## src/rtl/page_replacement_fifo_lru_assert.svh

```systemverilog
// Assertion macros for the page replacement block.
// Depends on a clock named clk and an active-low reset named rst_n in scope.
`ifndef PAGE_REPLACEMENT_FIFO_LRU_ASSERT_SVH
`define PAGE_REPLACEMENT_FIFO_LRU_ASSERT_SVH

// check a property on every clock edge outside reset
`define PRL_ASSERT(label, prop, msg) \
    label: assert property (@(posedge clk) disable iff (!rst_n) (prop)) else $error(msg);

// check that a condition implies another in the next cycle
`define PRL_ASSERT_NEXT(label, ante, cons, msg) \
    label: assert property (@(posedge clk) disable iff (!rst_n) (ante) |=> (cons)) \
        else $error(msg);

`endif

```

## src/rtl/prl_pkg.sv

```systemverilog
// Package for the page replacement block: widths, register indexes, policy codes
// and the control struct that drives each frame cell. No dependencies.
package prl_pkg;

    localparam int PAGES      = 256;
    localparam int PAGE_W     = 8;
    localparam int CFG_W      = 5;
    localparam int CNT_W      = 32;
    localparam int FRAMES_DEF = 16;

    localparam logic [CFG_W-1:0] FRAME_COUNT_RST = 5'd4;

    localparam logic REG_POLICY_MODE = 1'b0;
    localparam logic REG_FRAME_COUNT = 1'b1;

    localparam logic POLICY_FIFO = 1'b0;
    localparam logic POLICY_LRU  = 1'b1;

    typedef struct packed {
        logic valid;
        logic shift;
        logic load;
    } cell_ctrl_t;

endpackage

```

## src/rtl/prl_cell.sv

```systemverilog
// One frame cell of the ordered frame list: holds a page number, compares it
// with the accessed page, and loads a new page or its neighbor's page. Uses prl_pkg.
module prl_cell
    import prl_pkg::*;
(
    input  logic              clk,
    input  cell_ctrl_t        ctrl,
    input  logic [PAGE_W-1:0] in_page,
    input  logic [PAGE_W-1:0] next_page,
    output logic [PAGE_W-1:0] page,
    output logic              match
);

    logic [PAGE_W-1:0] page_reg;
    logic [PAGE_W-1:0] page_next;

    always_comb
    begin
        page_next = page_reg;
        if (ctrl.load)
        begin
            page_next = in_page;
        end
        else if (ctrl.shift)
        begin
            page_next = next_page;
        end
    end

    always_ff @(posedge clk)
    begin
        page_reg <= page_next;
    end

    assign page  = page_reg;
    assign match = ctrl.valid && (page_reg == in_page);

endmodule

```

## src/rtl/page_replacement_fifo_lru.sv

```systemverilog
// Top level of the page replacement block: configuration registers, fill count,
// fault counter, result register and the chain of prl_cell frames. Uses prl_pkg.
//
// Usage: one page number per input item on in_valid/in_ready; one result item
// per access on out_valid/out_ready carrying page_fault, evict_valid,
// evicted_page (zero without an eviction) and fault_total (saturating).
// The frame list is a row of cells, oldest page at cell 0. Every cell compares
// its page with the access at once; the list then shifts toward the head from
// the hit position (LRU hit) or from cell 0 (eviction) and the tail takes the page.
// The result is registered and appears in the cycle after the item is accepted.
// Throughput: one item per cycle unless stalled, from one compare-and-shift step of
// the cell chain; each item depends on the list left by the one before.
// When the receiver stalls, the result holds and in_ready drops until it is taken.
// Reset empties the list, clears the fault count, sets FIFO policy and four
// frames. Configuration writes on cfg_we take effect at once; write while idle.
`include "page_replacement_fifo_lru_assert.svh"

module page_replacement_fifo_lru
    import prl_pkg::*;
#(
    parameter int FRAMES = FRAMES_DEF
)
(
    input  logic              clk,
    input  logic              rst_n,
    input  logic              cfg_we,
    input  logic              cfg_index,
    input  logic [CFG_W-1:0]  cfg_data,
    input  logic              in_valid,
    output logic              in_ready,
    input  logic [PAGE_W-1:0] page_number,
    output logic              out_valid,
    input  logic              out_ready,
    output logic              page_fault,
    output logic              evict_valid,
    output logic [PAGE_W-1:0] evicted_page,
    output logic [CNT_W-1:0]  fault_total
);

    localparam int FILL_W = $clog2(FRAMES + 1);
    localparam int POS_W  = (FRAMES > 1) ? $clog2(FRAMES) : 1;
    localparam int CMP_W  = (FILL_W > CFG_W) ? FILL_W : CFG_W;

    logic              policy_mode_reg;
    logic [CFG_W-1:0]  frame_count_reg;
    logic [FILL_W-1:0] filled_reg;
    logic [FILL_W-1:0] filled_next;
    logic [CNT_W-1:0]  fault_counter_reg;
    logic [CNT_W-1:0]  fault_counter_next;
    logic              out_valid_reg;
    logic              page_fault_reg;
    logic              evict_valid_reg;
    logic [PAGE_W-1:0] evicted_page_reg;

    logic              accept;
    logic [PAGE_W-1:0] page;
    logic [FRAMES-1:0] match;
    logic [PAGE_W-1:0] cell_page [FRAMES];
    cell_ctrl_t        ctrl [FRAMES];
    logic              hit;
    logic [POS_W-1:0]  hit_pos;
    logic [CMP_W-1:0]  in_use;
    logic              miss_append;
    logic              miss_evict;
    logic              lru_move;
    logic [FILL_W-1:0] start_pos;
    logic [FILL_W-1:0] tail;

    assign in_ready = !out_valid_reg || out_ready;
    assign accept   = in_valid && in_ready;
    assign page     = PAGE_W'(page_number % PAGES);

    always_comb
    begin
        hit_pos = '0;
        for (int i = 0; i < FRAMES; i++)
        begin
            if (match[i])
            begin
                hit_pos = hit_pos | POS_W'(i);
            end
        end
    end

    always_comb
    begin
        if (frame_count_reg == '0)
        begin
            in_use = CMP_W'(1);
        end
        else if (CMP_W'(frame_count_reg) > CMP_W'(FRAMES))
        begin
            in_use = CMP_W'(FRAMES);
        end
        else
        begin
            in_use = CMP_W'(frame_count_reg);
        end
    end

    assign hit         = |match;
    assign miss_append = !hit && (CMP_W'(filled_reg) < in_use);
    assign miss_evict  = !hit && !(CMP_W'(filled_reg) < in_use);
    assign lru_move    = hit && (policy_mode_reg == POLICY_LRU);
    assign start_pos   = miss_evict ? '0 : FILL_W'(hit_pos);
    assign tail        = filled_reg - FILL_W'(1);

    genvar g;
    generate
        for (g = 0; g < FRAMES; g++)
        begin : g_cell
            logic [PAGE_W-1:0] nb_page;

            if (g + 1 < FRAMES)
            begin : g_mid
                assign nb_page = cell_page[g + 1];
            end
            else
            begin : g_last
                assign nb_page = '0;
            end

            always_comb
            begin
                ctrl[g].valid = FILL_W'(g) < filled_reg;
                ctrl[g].shift = accept && (miss_evict || lru_move)
                                && (FILL_W'(g) >= start_pos) && (FILL_W'(g) < tail);
                ctrl[g].load  = accept
                                && ((miss_append && (FILL_W'(g) == filled_reg))
                                    || ((miss_evict || lru_move) && (FILL_W'(g) == tail)));
            end

            prl_cell u_cell (
                .clk       (clk),
                .ctrl      (ctrl[g]),
                .in_page   (page),
                .next_page (nb_page),
                .page      (cell_page[g]),
                .match     (match[g])
            );
        end
    endgenerate

    always_comb
    begin
        filled_next        = filled_reg;
        fault_counter_next = fault_counter_reg;
        if (accept && !hit)
        begin
            if (fault_counter_reg != '1)
            begin
                fault_counter_next = fault_counter_reg + CNT_W'(1);
            end
            if (miss_append)
            begin
                filled_next = filled_reg + FILL_W'(1);
            end
        end
    end

    always_ff @(posedge clk or negedge rst_n)
    begin
        if (!rst_n)
        begin
            policy_mode_reg   <= POLICY_FIFO;
            frame_count_reg   <= FRAME_COUNT_RST;
            filled_reg        <= '0;
            fault_counter_reg <= '0;
            out_valid_reg     <= 1'b0;
        end
        else
        begin
            if (cfg_we)
            begin
                unique case (cfg_index)
                    REG_POLICY_MODE: policy_mode_reg <= cfg_data[0];
                    REG_FRAME_COUNT: frame_count_reg <= cfg_data;
                    default:         policy_mode_reg <= policy_mode_reg;
                endcase
            end
            filled_reg        <= filled_next;
            fault_counter_reg <= fault_counter_next;
            if (accept)
            begin
                out_valid_reg <= 1'b1;
            end
            else if (out_ready)
            begin
                out_valid_reg <= 1'b0;
            end
        end
    end

    // hold the result until taken
    always_ff @(posedge clk)
    begin
        if (accept)
        begin
            page_fault_reg   <= !hit;
            evict_valid_reg  <= miss_evict;
            evicted_page_reg <= miss_evict ? cell_page[0] : '0;
        end
    end

    assign out_valid    = out_valid_reg;
    assign page_fault   = page_fault_reg;
    assign evict_valid  = evict_valid_reg;
    assign evicted_page = evicted_page_reg;
    assign fault_total  = fault_counter_reg;

    `PRL_ASSERT(a_unique_match, $onehot0(match), "page held in more than one frame")
    `PRL_ASSERT(a_evict_fault, !(out_valid && evict_valid) || page_fault, "eviction without fault")
    `PRL_ASSERT_NEXT(a_fill_grow, !(accept && miss_append), $stable(filled_reg), "fill count moved without append")
    `PRL_ASSERT(a_fill_max, CMP_W'(filled_reg) <= CMP_W'(FRAMES), "fill count beyond frames")

endmodule
```

## config.mk

```make
export PLATFORM = sky130hd
export DESIGN_NAME = page_replacement_fifo_lru
export DESIGN_NICKNAME = d
export VERILOG_FILES = /design/src/rtl/prl_pkg.sv /design/src/rtl/prl_cell.sv /design/src/rtl/page_replacement_fifo_lru.sv
export VERILOG_INCLUDE_DIRS = /design/src /design/src/rtl
export SDC_FILE = /design/constraint.sdc
export NUM_CORES = 1
export LEC_CHECK = 0
export BUFFER_PORTS_ARGS = -buffer_cell sky130_fd_sc_hd__buf_2
export CORE_MARGIN = 2
export CORE_UTILIZATION = 67
export CTS_CLUSTER_SIZE = 16
export DETAILED_ROUTE_END_ITERATION = 6
export GPL_ROUTABILITY_DRIVEN = 0
export PLACE_DENSITY = 0.83
export RECOVER_POWER = 25
export SETUP_SLACK_MARGIN = 0.3
export SLEW_MARGIN = 10
export SYNTH_ARGS = -nofsm -noshare
export SYNTH_HDL_FRONTEND = slang
export SYNTH_SLANG_ARGS = --single-unit
```

## constraint.sdc

```tcl
create_clock -name clk -period 8.95 [get_ports clk]
set_input_delay 0.895 -clock clk [delete_from_list [all_inputs] [get_ports clk]]
set_output_delay 0.895 -clock clk [all_outputs]
set_load 0.01 [all_outputs]
```

==> results.toml, run 1 <==
[pwr]
seq_power_share_pct = 43.6
clockPowerShare_pct = 22.6
internal-power_w = 0.00210
p_sw_share_pct = 36.9
leakage_nw = 4.10
pwr-share-comb_pct = 33.8
vdd_drop_max_v = 0.000162
p_switching_w = 0.00122
pwr_density_cell_nw_per_um2 = 290

[finish]
final_nets = 924
drive_gt1_share_pct = 22.7
fin_util_pct = 72.6
final_common_cell = "edfxtp_1"
regArea_um2 = 5250
area_delta_synth_final_pct = 6.66
multiInputGateArea_um2 = 5040
largest_register_ffs = 128
fill_cells = 1029
final_cell_mix = "edfxtp_1, mux2_2, xnor2_1, xor2_1, dfrtp_1"
diodes = 0

[yosys]
ys.flop_type = "edfxtp_1"
synth_cells = 872
netlist_area_um2 = 10700
ys_warn_count = 0
muxShareOfSynthArea_pct = 13.9
synthSimpleGateAreaFrac_pct = 11.9
postSynthAreaPerCell_um2 = 12.3
syn-num-nets = 902
synth-compound-area-share_pct = 6.54
synth_edf_count = 138
synth_xor_area_share_pct = 13.3
synth_seq_cells = 182
synth.distinct_cells = 68
ys_async_sr_fraction_pct = 24.2
seq_area_frac_synth_pct = 48.8
synthAdderAreaFrac_pct = 1.28
synth_top_family_by_area = "multiplexers"

[setup_path]
crit_arrival_ps = 5700
max_stage_delay_ps = 1010
path_cells = "nor2b_1 -> nor2b_1 -> a2111oi_0 -> a41oi_1 -> nand2_1 -> nor2_2 -> o21bai_1 -> nand2_1 -> o21ai_0"
startpoint_type = "flop"
cp_data_required_time_ps = 9010
crit_fanout = 22
crit_buf_inv = 0
endpoint_kind = "flop"
cpMaxStageDelayCell = "o21bai_1"
path_class = "flop to flop"
cpLargestDelayFamily = "compound AO/OA/AOI/OAI gates"

[run_status]
run_status = "complete, but fails checks"
violations = "max-capacitance violations, max-slew violations"

[drt]
drt_first_pass_iters = 5
top_layer_used = "met4"
drcViolationCount = 0
drt_iter0_drc = 821
wl_met3_um = 1940
wl_met1_um = 10100
vias = 7339
wire_per_inst_um = 22.5
viasPerCell = 6.54
totalWireLength_um = 25300
wl_met2_um = 12300
ant_nets = 0

[sta]
max_slew_margin_pct = -55.1
fmax_ghz = 0.177
clock_skew_ps = 9.29
tns_ps = 0
fin_ws_ps = 3310
finalCritPeriodShare_pct = 63.0
tightest_slew_ps = 2330
grt_setup_unrepaired = "no"
period_needed_ps = 5640
drv_slew = 45
hold_viol = 0
setup_viol_count_final = 0

[clock_tree]
cts_hold_buf = 0
cts_setup_buffers = 0
worstSkewPairLatency_ps = 440
cts_tree = "yes"
numCtsBuffers = 17
ctsHtreeMaxLevel = 4
cts-root-buf = "clkbuf_16"
clock_path_buffers = 2
path_clk_slew_ps = 70
cts.sink_count = 182
ctsResizeCount = 0

[die]
fp.coreArea_um2 = 15800
ioPinCount = 63
initial_core_util_pct = 68.1
dieArea_um2 = 17100
fp.dieW_um = 131
core.rowCount = 46
dieHeight_um = 131

[placed_design]
port_buffers = 62
place_ws_ps = 3130
hpwl_um = 17000

[global_route]
antenna_found_initial = 0
grt_usage_pct = 30.5
grt_pass1_wl_um = 39000
grt_max_degree = 45
grt_pass1_vias = 7205
overflow = 0

[flow_run]
cap_violations = 1

[hold_path]
hold_path_class = "flop to flop"
==> kinds of logic (layout without fill, tap and decap cells) <==
logic type | Yosys count | count (layout)
compound gates | 88 | 88
fa+ha+maj | 11 | 11
buf+inv | 74 | 109
simple gates | 224 | 224
flops | 182 | 182
xor+xnor | 163 | 163
mux | 130 | 130
==> path summary, 6_finish.rpt <==
path                                              from                                  to  slack [ps]  cells after the start
min in group asynchronous                        rst_n          fault_total[9]$_DFFE_PN0P_        1140                      1
hold reg to reg            fault_total[23]$_DFFE_PN0P_         fault_total[23]$_DFFE_PN0P_         490                      1
setup reg to reg             filled_reg[4]$_DFFE_PN0P_  g_cell[7].u_cell.page[1]$_DFFE_PP_        3310                      9
setup / recovery             filled_reg[4]$_DFFE_PN0P_  g_cell[7].u_cell.page[1]$_DFFE_PP_        3310                      9
hold / removal             fault_total[23]$_DFFE_PN0P_         fault_total[23]$_DFFE_PN0P_         490                      1
max in group asynchronous                        rst_n           filled_reg[4]$_DFFE_PN0P_        6470                      1
==> metrics by stage <==
stage / total power [W] / hold WS [ps] / cell area, µm² / std cells
floorplan: 0.00225 / 479 / 10700 / 872
global route: 0.00346 / 504 / 11500 / 1123
CTS: 0.00330 / 488 / 11500 / 1123
finish: 0.00332 / 486 / 11500 / 1123
global placement: 0.00250 / 469 / 10900 / 1091
detailed placement: 0.00254 / 472 / 10900 / 1091
==> cell type report <==
class,count,share of cell area (%)
Clock inverter,15,1.32
Timing Repair Buffer,65,2.45
Multi-Input combinational cell,616,44.0
Clock buffer,17,3.71
Inverter,12,0.393
Tap cell,216,2.36
Sequential cell,182,45.8
==> synth_stat cells, drive strengths merged (2+ instances only) <==
cell type	n	share of area, %
nand3	27	1.3
ha	11	1.3
o21bai	10	0.70
xnor2	102	8.3
clkbuf	15	0.52
nand2	42	1.5
and3	14	0.82
nand2b	6	0.35
or2	4	0.23
a2bb2oi	2	0.49
a41oi	2	0.23
mux2	129	14
a31oi	3	0.31
nor2	29	1.1
nand4	26	1.5
a32o	5	0.47
or4	2	0.17
a211oi	4	0.28
inv	12	0.42
and2	14	0.82
nor2b	5	0.29
nor4	13	1.2
xor2	61	5.0
o211ai	3	0.21
or3	5	0.34
buf	47	3.3
o22ai	2	0.12
o31ai	2	0.14
a21oi	12	0.56
edfxtp	138	39
dfrtp	43	10
nor3	31	1.8
o21a	3	0.21
o21ai	24	1.2
a22o	4	0.33
o2bb2ai	2	0.16
==> power groups by stage <==
stage | Clock, W | Combinational (W) | Sequential [W]
final | 0.000751 | 0.00112 | 0.00145
after global routing | 0.000782 | 0.00121 | 0.00147
after global placement | 0 | 0.00106 | 0.00144
after CTS | 0.000750 | 0.00111 | 0.00144
after detailed placement | 0 | 0.00109 | 0.00145
after floorplan | 0 | 0.000893 | 0.00136
==> layer usage <==
metal	up-vias	GRT usage (%)
met1	3653	39.0
met3	73	6.64
li1	3213	-
met5	-	0
met4	0	13.6
met2	400	50.3
(Power assumes the default switching activity.)
==> inputs of run 2 (changes only) <==
--- a/config.mk
+++ b/config.mk
@@ -8,11 +8,11 @@
 export LEC_CHECK = 0
 export BUFFER_PORTS_ARGS = -buffer_cell sky130_fd_sc_hd__buf_2
 export CORE_MARGIN = 2
-export CORE_UTILIZATION = 67
+export CORE_UTILIZATION = 62
 export CTS_CLUSTER_SIZE = 16
 export DETAILED_ROUTE_END_ITERATION = 6
 export GPL_ROUTABILITY_DRIVEN = 0
-export PLACE_DENSITY = 0.83
+export PLACE_DENSITY = 0.77
 export RECOVER_POWER = 25
 export SETUP_SLACK_MARGIN = 0.3
 export SLEW_MARGIN = 10
==> constraint.sdc (replaced) <==
create_clock -name clk -period 5.43 [get_ports clk]
set_input_delay 0.543 -clock clk [delete_from_list [all_inputs] [get_ports clk]]
set_output_delay 0.543 -clock clk [all_outputs]
set_load 0.01 [all_outputs]
==> run 2 against run 1 <==
Net effect:
- the run still ends with max-capacitance violations, max-slew violations left
- global-route usage is 3.0 points lower
- critical path depth increased by 2
- clock-buffer cell count rose by 5
- die area up 7.8%
- total power is 63% higher
- setup slack got worse by 2300 ps
- first-iteration DRC count down 12%
- combinational power is 74% higher
- largest power group unchanged
==> results.toml, run 2 (synthesis results as in run 1) <==
[pwr]
seq_power_share_pct = 43.3
p_sw_share_pct = 35.9
vdd_drop_max_v = 0.000257
clockPowerShare_pct = 20.8
p_switching_w = 0.00194
internal-power_w = 0.00347
pwr_density_cell_nw_per_um2 = 464
pwr-share-comb_pct = 35.9
leakage_nw = 4.23

[die]
dieArea_um2 = 18400
fp.coreArea_um2 = 17100
ioPinCount = 63
core.rowCount = 48
fp.dieW_um = 136
dieHeight_um = 136
initial_core_util_pct = 62.7

[drt]
drt_iter0_drc = 726
drt_first_pass_iters = 7
totalWireLength_um = 24600
viasPerCell = 6.19
ant_nets = 0
vias = 7222
drcViolationCount = 0
wire_per_inst_um = 21.1

[clock_tree]
numCtsBuffers = 17
cts-root-buf = "clkbuf_16"
path_clk_slew_ps = 60
cts_hold_buf = 0
clock_path_buffers = 2
cts.sink_count = 182
ctsResizeCount = 0
cts_tree = "yes"
ctsHtreeMaxLevel = 4
cts_setup_buffers = 0
worstSkewPairLatency_ps = 430

[setup_path]
crit_arrival_ps = 4660
worst-r2r-setup-slack_ps = 960
startpoint_type = "flop"
r2r-end = "g_cell[5].u_cell.page[1]$_DFFE_PP_"
ff2ff_path_depth = 11
endpoint_kind = "flop"
crit_fanout = 21
crit-reg2reg-launch = "filled_reg[3]$_DFFE_PN0P_"
cp_data_required_time_ps = 5620
path_class = "flop to flop"

[sta]
fmax_ghz = 0.224
finalCritPeriodShare_pct = 82.3
tightest_slew_ps = 2280
grt_setup_unrepaired = "no"
period_needed_ps = 4470
tns_ps = 0
drv_slew = 45
clock_skew_ps = 9.13
max_slew_margin_pct = -52.1
setup_viol_count_final = 0
hold_viol = 0

[finish]
final_common_cell = "edfxtp_1"
fin_util_pct = 68.2
fill_cells = 1249
diodes = 0
final_cell_mix = "edfxtp_1, mux2_2, xnor2_1, xor2_1, clkbuf_1"
area_delta_synth_final_pct = 8.71
largest_register_ffs = 128
final_nets = 959
drive_gt1_share_pct = 24.9

[hold_path]
holdPathEnd = "out_valid$_DFFE_PN0P_"
hp-start = "in_valid"
hold_path_class = "input pin to flop"
min_path_cells = 2

[global_route]
overflow = 0
antenna_found_initial = 0
grt_max_degree = 45
grt_pass1_vias = 7151
grt_usage_pct = 27.5
grt_pass1_wl_um = 38600

[placed_design]
port_buffers = 62
hpwl_um = 17700

[run_status]
run_status = "complete, but fails checks"
violations = "max-capacitance violations, max-slew violations"

[flow_run]
cap_violations = 1
[run 2: layout make-up]
type	instances	area (µm²)	share of cell area (%)
timing repair buffer	100	539	4.62
sequential	182	5250	44.9
clock buffer	22	444	3.80
inverter	12	45.0	0.386
tap	225	282	2.41
clock inverter	10	82.6	0.707
multi-input combinational	616	5040	43.1
[run 2: stage by stage]
stage	total power (W)	hold WS, ps	setup WS [ps]	instances	area [µm²]
floorplan	0.00371	247	1270	872	10700
global placement	0.00419	466	966	1135	11200
detailed placement	0.00427	481	845	1135	11200
CTS	0.00540	281	1030	1167	11700
global route	0.00567	316	737	1167	11700
finish	0.00542	318	961	1167	11700
[run 2: worst max-delay path by stage]
stage                               from                                  end  slack, ps  depth (start not counted)
6_report       filled_reg[3]$_DFFE_PN0P_   g_cell[5].u_cell.page[1]$_DFFE_PP_        960                         11
3_3_place_gp              page_number[1]  g_cell[14].u_cell.page[6]$_DFFE_PP_        970                         10
3_5_place_dp              page_number[1]   g_cell[5].u_cell.page[1]$_DFFE_PP_        840                         12
4_1_cts        filled_reg[3]$_DFFE_PN0P_   g_cell[5].u_cell.page[1]$_DFFE_PP_       1030                         10
5_1_grt        filled_reg[3]$_DFFE_PN0P_   g_cell[5].u_cell.page[4]$_DFFE_PP_        740                         11
2_1_floorplan             page_number[2]   g_cell[9].u_cell.page[0]$_DFFE_PP_       1270                         11
[run 2: routing by layer]
metal	track usage [%]	vias to the layer above	share of wire, %
met5	0	-	0
met4	10.6	0	2.6
met3	5.80	59	7.9
met2	45.7	346	49
met1	35.4	3527	41
li1	-	3290	-
[run 2: critical path, cell delays in order (launching register included)]
cell and delay [ps]:
dfrtp_1 870, nor2b_1 420, nor2b_1 370, a2111oi_0 160, a41oi_1 330, nand2_1 330, nor2_2 180, buf_4 200
o21ba_2 340, o21a_1 540, o21ai_0 240, buf_4 230
[run 2: power by group through the flow]
stage,Clock (W),Combinational (W),Sequential [W]
after floorplan,0,0.00147,0.00223
after global placement,0,0.00185,0.00235
after detailed placement,0,0.00190,0.00236
after CTS,0.00114,0.00192,0.00234
after global routing,0.00119,0.00209,0.00238
final,0.00113,0.00195,0.00234
